[config.mk]
export PLATFORM = sky130hd
export DESIGN_NAME = sorted_priority_queue_core
export DESIGN_NICKNAME = d
export VERILOG_FILES = /design/src/rtl/spq_pkg.sv /design/src/rtl/spq_cell.sv /design/src/rtl/sorted_priority_queue_core.sv
export SDC_FILE = /design/constraint.sdc
export NUM_CORES = 1
export LEC_CHECK = 0
export ABC_CLOCK_PERIOD_IN_PS = 6500
export BUFFER_PORTS_ARGS = -buffer_cell sky130_fd_sc_hd__buf_4
export CORE_MARGIN = 4
export CORE_UTILIZATION = 60
export CTS_BUF_LIST = sky130_fd_sc_hd__clkbuf_8
export DETAILED_ROUTE_END_ITERATION = 12
export GPL_ROUTABILITY_DRIVEN = 0
export PLACE_DENSITY_LB_ADDON = 0.25
export SLEW_MARGIN = 20
export SYNTH_ARGS = -nofsm -noshare
export SYNTH_HDL_FRONTEND = slang
export SYNTH_HIERARCHICAL = 1
export SYNTH_SLANG_ARGS = --single-unit
[constraint.sdc]
create_clock -name clk -period 6.5 [get_ports clk]
set_input_delay 0.65 -clock clk [delete_from_list [all_inputs] [get_ports clk]]
set_output_delay 0.65 -clock clk [all_outputs]
set_load 0.05 [all_outputs]
[src/rtl/spq_pkg.sv]
// Shared types, default sizes and codes for the sorted priority queue.
package spq_pkg;

  // Default sizes of the queue.
  localparam int SPQ_DEPTH     = 16;
  localparam int SPQ_PRIO_BITS = 8;
  localparam int SPQ_TAG_BITS  = 16;

  // Command codes carried on the input tuser bit.
  localparam logic CMD_INSERT = 1'b0;
  localparam logic CMD_REMOVE = 1'b1;

  // Result status codes carried on the output tuser.
  typedef enum logic [1:0] {
    ST_INSERTED = 2'd0,
    ST_FULL     = 2'd1,
    ST_EMPTY    = 2'd2,
    ST_REMOVED  = 2'd3
  } status_t;

  // Operation broadcast to every cell of the chain in the same cycle.
  typedef struct packed {
    logic insert;
    logic remove;
  } cell_op_t;

endpackage

[src/rtl/spq_cell.sv]
// One slot of the queue: holds an entry and trades it with its neighbours.
module spq_cell
  import spq_pkg::*;
#(
  parameter int PRIO_BITS = SPQ_PRIO_BITS,
  parameter int TAG_BITS  = SPQ_TAG_BITS
) (
  input  logic                 clk,
  input  logic                 rst,
  input  cell_op_t             op,
  input  logic [PRIO_BITS-1:0] new_prio,
  input  logic [TAG_BITS-1:0]  new_tag,
  // Neighbour nearer the head.
  input  logic                 left_take,
  input  logic                 left_valid,
  input  logic [PRIO_BITS-1:0] left_prio,
  input  logic [TAG_BITS-1:0]  left_tag,
  // Neighbour nearer the tail.
  input  logic                 right_valid,
  input  logic [PRIO_BITS-1:0] right_prio,
  input  logic [TAG_BITS-1:0]  right_tag,
  // This slot.
  output logic                 take,
  output logic                 valid,
  output logic [PRIO_BITS-1:0] prio,
  output logic [TAG_BITS-1:0]  tag
);

  logic                 valid_next;
  logic [PRIO_BITS-1:0] prio_next;
  logic [TAG_BITS-1:0]  tag_next;

  // The new entry belongs here or further towards the head when this slot is
  // empty or holds a strictly lower priority, which keeps equal priorities in
  // arrival order.
  assign take = !valid || (new_prio > prio);

  // Next contents: shift towards the tail or take the new entry on insert,
  // shift towards the head on remove, otherwise hold.
  always_comb begin
    valid_next = valid;
    prio_next  = prio;
    tag_next   = tag;
    if (op.insert) begin
      if (left_take) begin
        valid_next = left_valid;
        prio_next  = left_prio;
        tag_next   = left_tag;
      end else if (take) begin
        valid_next = 1'b1;
        prio_next  = new_prio;
        tag_next   = new_tag;
      end
    end else if (op.remove) begin
      valid_next = right_valid;
      prio_next  = right_prio;
      tag_next   = right_tag;
    end
  end

  // The valid flag is control state; the entry itself needs no reset.
  always_ff @(posedge clk) begin
    if (rst) begin
      valid <= 1'b0;
    end else begin
      valid <= valid_next;
    end
  end

  always_ff @(posedge clk) begin
    prio <= prio_next;
    tag  <= tag_next;
  end

endmodule

[src/rtl/sorted_priority_queue_core.sv]
// Top level of the sorted priority queue: a chain of slot cells and the result register.
//
//  channel  direction  tuser          tdata (lowest bit up)
//  s_*      in         command        priority_req, payload_tag
//  m_*      out        status         out_priority, out_tag, queue_count
//
// Every transfer in is served by the whole chain at once: all cells compare the new
// priority with their own in parallel and shift by one slot together.
// Its result stands on the master side in the cycle after the transfer.
// A new transfer is taken whenever the result register is empty or is
// being emptied in the same cycle; a stalled master side stalls the input.
// Reset empties every slot and the result register at once.
module sorted_priority_queue_core
  import spq_pkg::*;
#(
  parameter int DEPTH     = SPQ_DEPTH,
  parameter int PRIO_BITS = SPQ_PRIO_BITS,
  parameter int TAG_BITS  = SPQ_TAG_BITS,
  localparam int CNT_BITS = $clog2(DEPTH + 1),
  localparam int IN_W     = ((PRIO_BITS + TAG_BITS + 7) / 8) * 8,
  localparam int OUT_W    = ((PRIO_BITS + TAG_BITS + CNT_BITS + 7) / 8) * 8
) (
  input  logic             clk,
  input  logic             rst,
  input  logic             s_tvalid,
  output logic             s_tready,
  input  logic [IN_W-1:0]  s_tdata,   // priority_req, payload_tag
  input  logic             s_tuser,   // command
  output logic             m_tvalid,
  input  logic             m_tready,
  output logic [OUT_W-1:0] m_tdata,   // out_priority, out_tag, queue_count
  output logic [1:0]       m_tuser    // status
);

  logic [PRIO_BITS-1:0] in_prio;
  logic [TAG_BITS-1:0]  in_tag;
  logic                 xfer_in;
  logic                 is_remove;
  logic                 full;
  logic                 empty;
  cell_op_t             op;

  logic [CNT_BITS-1:0]  count;
  logic [CNT_BITS-1:0]  count_next;

  logic                 take   [DEPTH];
  logic                 valid  [DEPTH];
  logic [PRIO_BITS-1:0] prio_q [DEPTH];
  logic [TAG_BITS-1:0]  tag_q  [DEPTH];

  status_t              res_status;
  logic [PRIO_BITS-1:0] res_prio;
  logic [TAG_BITS-1:0]  res_tag;

  logic                 out_valid;
  status_t              out_status;
  logic [PRIO_BITS-1:0] out_prio;
  logic [TAG_BITS-1:0]  out_tag;
  logic [CNT_BITS-1:0]  out_count;

  // Input unpacking and the transfer condition.
  assign in_prio   = s_tdata[PRIO_BITS-1:0];
  assign in_tag    = s_tdata[PRIO_BITS+TAG_BITS-1:PRIO_BITS];
  assign s_tready  = !out_valid || m_tready;
  assign xfer_in   = s_tvalid && s_tready;
  assign is_remove = (s_tuser == CMD_REMOVE);
  assign full      = (count == CNT_BITS'(DEPTH));
  assign empty     = (count == '0);

  // Operation for the cells; a refused insert or an empty remove leaves them.
  assign op.insert = xfer_in && !is_remove && !full;
  assign op.remove = xfer_in && is_remove && !empty;

  // Chain of slot cells, head at index zero.
  for (genvar i = 0; i < DEPTH; i++) begin : g_cell
    logic                 l_take;
    logic                 l_valid;
    logic [PRIO_BITS-1:0] l_prio;
    logic [TAG_BITS-1:0]  l_tag;
    logic                 r_valid;
    logic [PRIO_BITS-1:0] r_prio;
    logic [TAG_BITS-1:0]  r_tag;

    if (i == 0) begin : g_head
      assign l_take  = 1'b0;
      assign l_valid = 1'b0;
      assign l_prio  = '0;
      assign l_tag   = '0;
    end else begin : g_mid_l
      assign l_take  = take[i-1];
      assign l_valid = valid[i-1];
      assign l_prio  = prio_q[i-1];
      assign l_tag   = tag_q[i-1];
    end

    if (i == DEPTH - 1) begin : g_tail
      assign r_valid = 1'b0;
      assign r_prio  = '0;
      assign r_tag   = '0;
    end else begin : g_mid_r
      assign r_valid = valid[i+1];
      assign r_prio  = prio_q[i+1];
      assign r_tag   = tag_q[i+1];
    end

    spq_cell #(
      .PRIO_BITS (PRIO_BITS),
      .TAG_BITS  (TAG_BITS)
    ) u_cell (
      .clk         (clk),
      .rst         (rst),
      .op          (op),
      .new_prio    (in_prio),
      .new_tag     (in_tag),
      .left_take   (l_take),
      .left_valid  (l_valid),
      .left_prio   (l_prio),
      .left_tag    (l_tag),
      .right_valid (r_valid),
      .right_prio  (r_prio),
      .right_tag   (r_tag),
      .take        (take[i]),
      .valid       (valid[i]),
      .prio        (prio_q[i]),
      .tag         (tag_q[i])
    );
  end

  // Result of the item and the entry count after it.
  always_comb begin
    res_prio   = '0;
    res_tag    = '0;
    count_next = count;
    if (!is_remove) begin
      if (full) begin
        res_status = ST_FULL;
      end else begin
        res_status = ST_INSERTED;
        count_next = count + 1'b1;
      end
    end else if (empty) begin
      res_status = ST_EMPTY;
    end else begin
      res_status = ST_REMOVED;
      res_prio   = prio_q[0];
      res_tag    = tag_q[0];
      count_next = count - 1'b1;
    end
  end

  // Entry count and the valid flag of the result register.
  always_ff @(posedge clk) begin
    if (rst) begin
      count     <= '0;
      out_valid <= 1'b0;
    end else begin
      if (xfer_in) begin
        count     <= count_next;
        out_valid <= 1'b1;
      end else if (m_tready) begin
        out_valid <= 1'b0;
      end
    end
  end

  // Result payload, loaded on each input transfer.
  always_ff @(posedge clk) begin
    if (xfer_in) begin
      out_status <= res_status;
      out_prio   <= res_prio;
      out_tag    <= res_tag;
      out_count  <= count_next;
    end
  end

  assign m_tvalid = out_valid;
  assign m_tuser  = out_status;
  assign m_tdata  = OUT_W'({out_count, out_tag, out_prio});

endmodule

==> flow_metrics.tcl <==
set metrics [dict create \
    ctsHoldBuffers 0 \
    worst_pin_slew_ns 1.15 \
    grt_max_degree 261 \
    grt_pass1_wl_um 101000 \
    fin_crit_sh 0.571 \
    worstPathRequired_ns 6.83 \
    reg2reg_slack_ns 2.79 \
    slew_headroom 0.231 \
    htree_levels 3 \
    cts_setup_buffers 0 \
    yosys_warnings 6 \
    pre_cts_ws_ns 2.38 \
    ir_drop_uv 193 \
    power_density_mw_per_mm2 265 \
    vias_per_cell 5.91 \
    clk_latency_ns 0.66 \
    cts-root-buf "clkbuf_8" \
    rows 76 \
    core_area_mm2 0.0433 \
    antenna_found_initial 1 \
    stdcell_count 3140 \
    drv_slew 0 \
    finalHoldViolCount 0 \
    hold_start "s_tuser" \
    clk_path_buf_depth 3 \
    first_pass_iters 7 \
    dieWidth_um 218 \
    r2r_end "g_cell[7].u_cell/tag[7]$_DFFE_PP_" \
    drt_iter0_drc 1986 \
    path_class "register to register" \
    syn_area_mm2 0.0264 \
    synth_area_per_cell_um2 10.9 \
    grt-ovfl-total 0 \
    multiInputGateArea_mm2 0.0120 \
    rsz0062_at_grt "false" \
    synthToLayoutAreaGrowth_pct 7.81 \
    start_kind "register" \
    power.leakage_nw 13.2 \
    netlist_instances 2419 \
    cts_buffers 77 \
    die_y_um 218 \
    die_area_mm2 0.0473 \
    grt_pass1_vias 18609 \
    vias 18570 \
    hp-class "input pin to register" \
    portBuffers 61 \
    nets 2654 \
    worstRegToRegCells 10 \
    start_util 0.609 \
    timing.setup.tns_ns 0 \
    path_max_fanout 20 \
    rr_startpoint "count[0]$_SDFFE_PP0P_" \
    cts_tree "yes" \
    nFillCells 3327 \
    finClkSkew_ns 0.0283 \
    ant_nets 0 \
    power_w 0.00754 \
    fin_crit_ns 3.71 \
    arrival_ns 4.04 \
    cts_sinks 437 \
    drive_gt1_frac 0.119 \
    fmax_mhz 269 \
    grt_use_total 0.265 \
    min_to "m_tuser[1]$_DFFE_PP_" \
    cts_resized 0 \
    critPathCaptureType "register" \
    drv_cap 0 \
    wl_per_cell_um 20.2 \
    clk_pin_slew_worst_paths_ns 0.06 \
    drc 0 \
    setup_viol 0 \
    layout_setup_ws_ns 2.79 \
    pin_count 65 \
    regArea_mm2 0.0129 \
    drt_wl_total_um 63400 \
    dp.cells 3000 \
    status "finished, final reports clean" \
    hpwl_um 43600 \
    holdPathStages 1 \
]
[area by class of cell]
type | instances | share of cell area
flip-flops and latches | 437 | 0.454
repair buffers | 97 | 0.0277
multi-input cells | 1731 | 0.423
well taps | 585 | 0.0258
diodes | 1 | 0.0000881
inverters | 151 | 0.0199
clock buffers | 81 | 0.0392
clock inverters | 57 | 0.0101
[report_power, final]
group / switching (W) / internal [W] / total, W
Combinational: 0.000938 / 0.000541 / 0.00148
Clock: 0.00114 / 0.00123 / 0.00237
Sequential: 0.000202 / 0.00349 / 0.00369
[layer usage]
metal  track usage  part of all wire
met3        0.0465             0.067
met2         0.428              0.47
met5             0                 0
met1         0.371              0.44
met4        0.0793             0.024
[cells in the final DEF (no fill, tap or decap), drive strengths merged, types with 2 or more instances in the layout]
cell type and instances:
bufinv 2, edfxtp 415, xnor2 5, nand3 17, mux2i 385, o21ba 2, clkinv 26, nand2b 18
o2bb2ai 16, clkinvlp 2, a21oi 437, nor2b 32, nor2 424, conb 54, nor3 17, dfxtp 22
a211oi 17, nor4b 16, o21bai 2, nand4 16, ha 130, mux2 16, buf 97, and2 24
o211ai 2, o21ai 21, inv 178, nand2 38, nand3b 2, o22ai 17, a31oi 16, clkbuf 81
[stage by stage]
stage	util	hold WS (ns)	cell area (um2)
final	0.657	0.308	28400
after global routing	0.657	0.262	28400
after CTS	0.656	0.258	28400
after detailed placement	0.624	0.556	27000
after global placement	0.624	0.536	27000
after floorplan	-	0.490	26600
[critical path: stages (launching register included)]
cell and delay, ns:
dfxtp_1 0.42, inv_1 0.11, ha_1 0.26, or3b_1 0.34, o21ai_1 0.13, nor2_2 0.68
buf_4 0.35, buf_4 0.28, o2bb2ai_1 0.11, a31oi_2 0.32, buf_4 0.35
[how the worst max path moves through the flow]
stage | startpoint | endpoint | slack, ns
2_1_floorplan | m_tready | g_cell[0].u_cell/prio[0]$_DFFE_PP_ | 2.09
3_3_place_gp | s_tdata[0] | g_cell[1].u_cell/tag[6]$_DFFE_PP_ | 2.44
3_5_place_dp | s_tdata[0] | g_cell[1].u_cell/tag[2]$_DFFE_PP_ | 2.38
4_1_cts | count[0]$_SDFFE_PP0P_ | g_cell[7].u_cell/prio[5]$_DFFE_PP_ | 2.83
5_1_grt | count[0]$_SDFFE_PP0P_ | g_cell[8].u_cell/tag[9]$_DFFE_PP_ | 2.62
6_report | count[0]$_SDFFE_PP0P_ | g_cell[7].u_cell/tag[7]$_DFFE_PP_ | 2.79
[sequential cells by signal, summed over array words and instances, names as in the netlist]
register	cells
out_prio	8
out_tag	16
m_tvalid	1
out_count	5
g_cell.u_cell/prio	128
g_cell.u_cell/tag	256
g_cell.u_cell/valid	16
count	5
m_tuser	2
(Power assumes the default switching activity.)
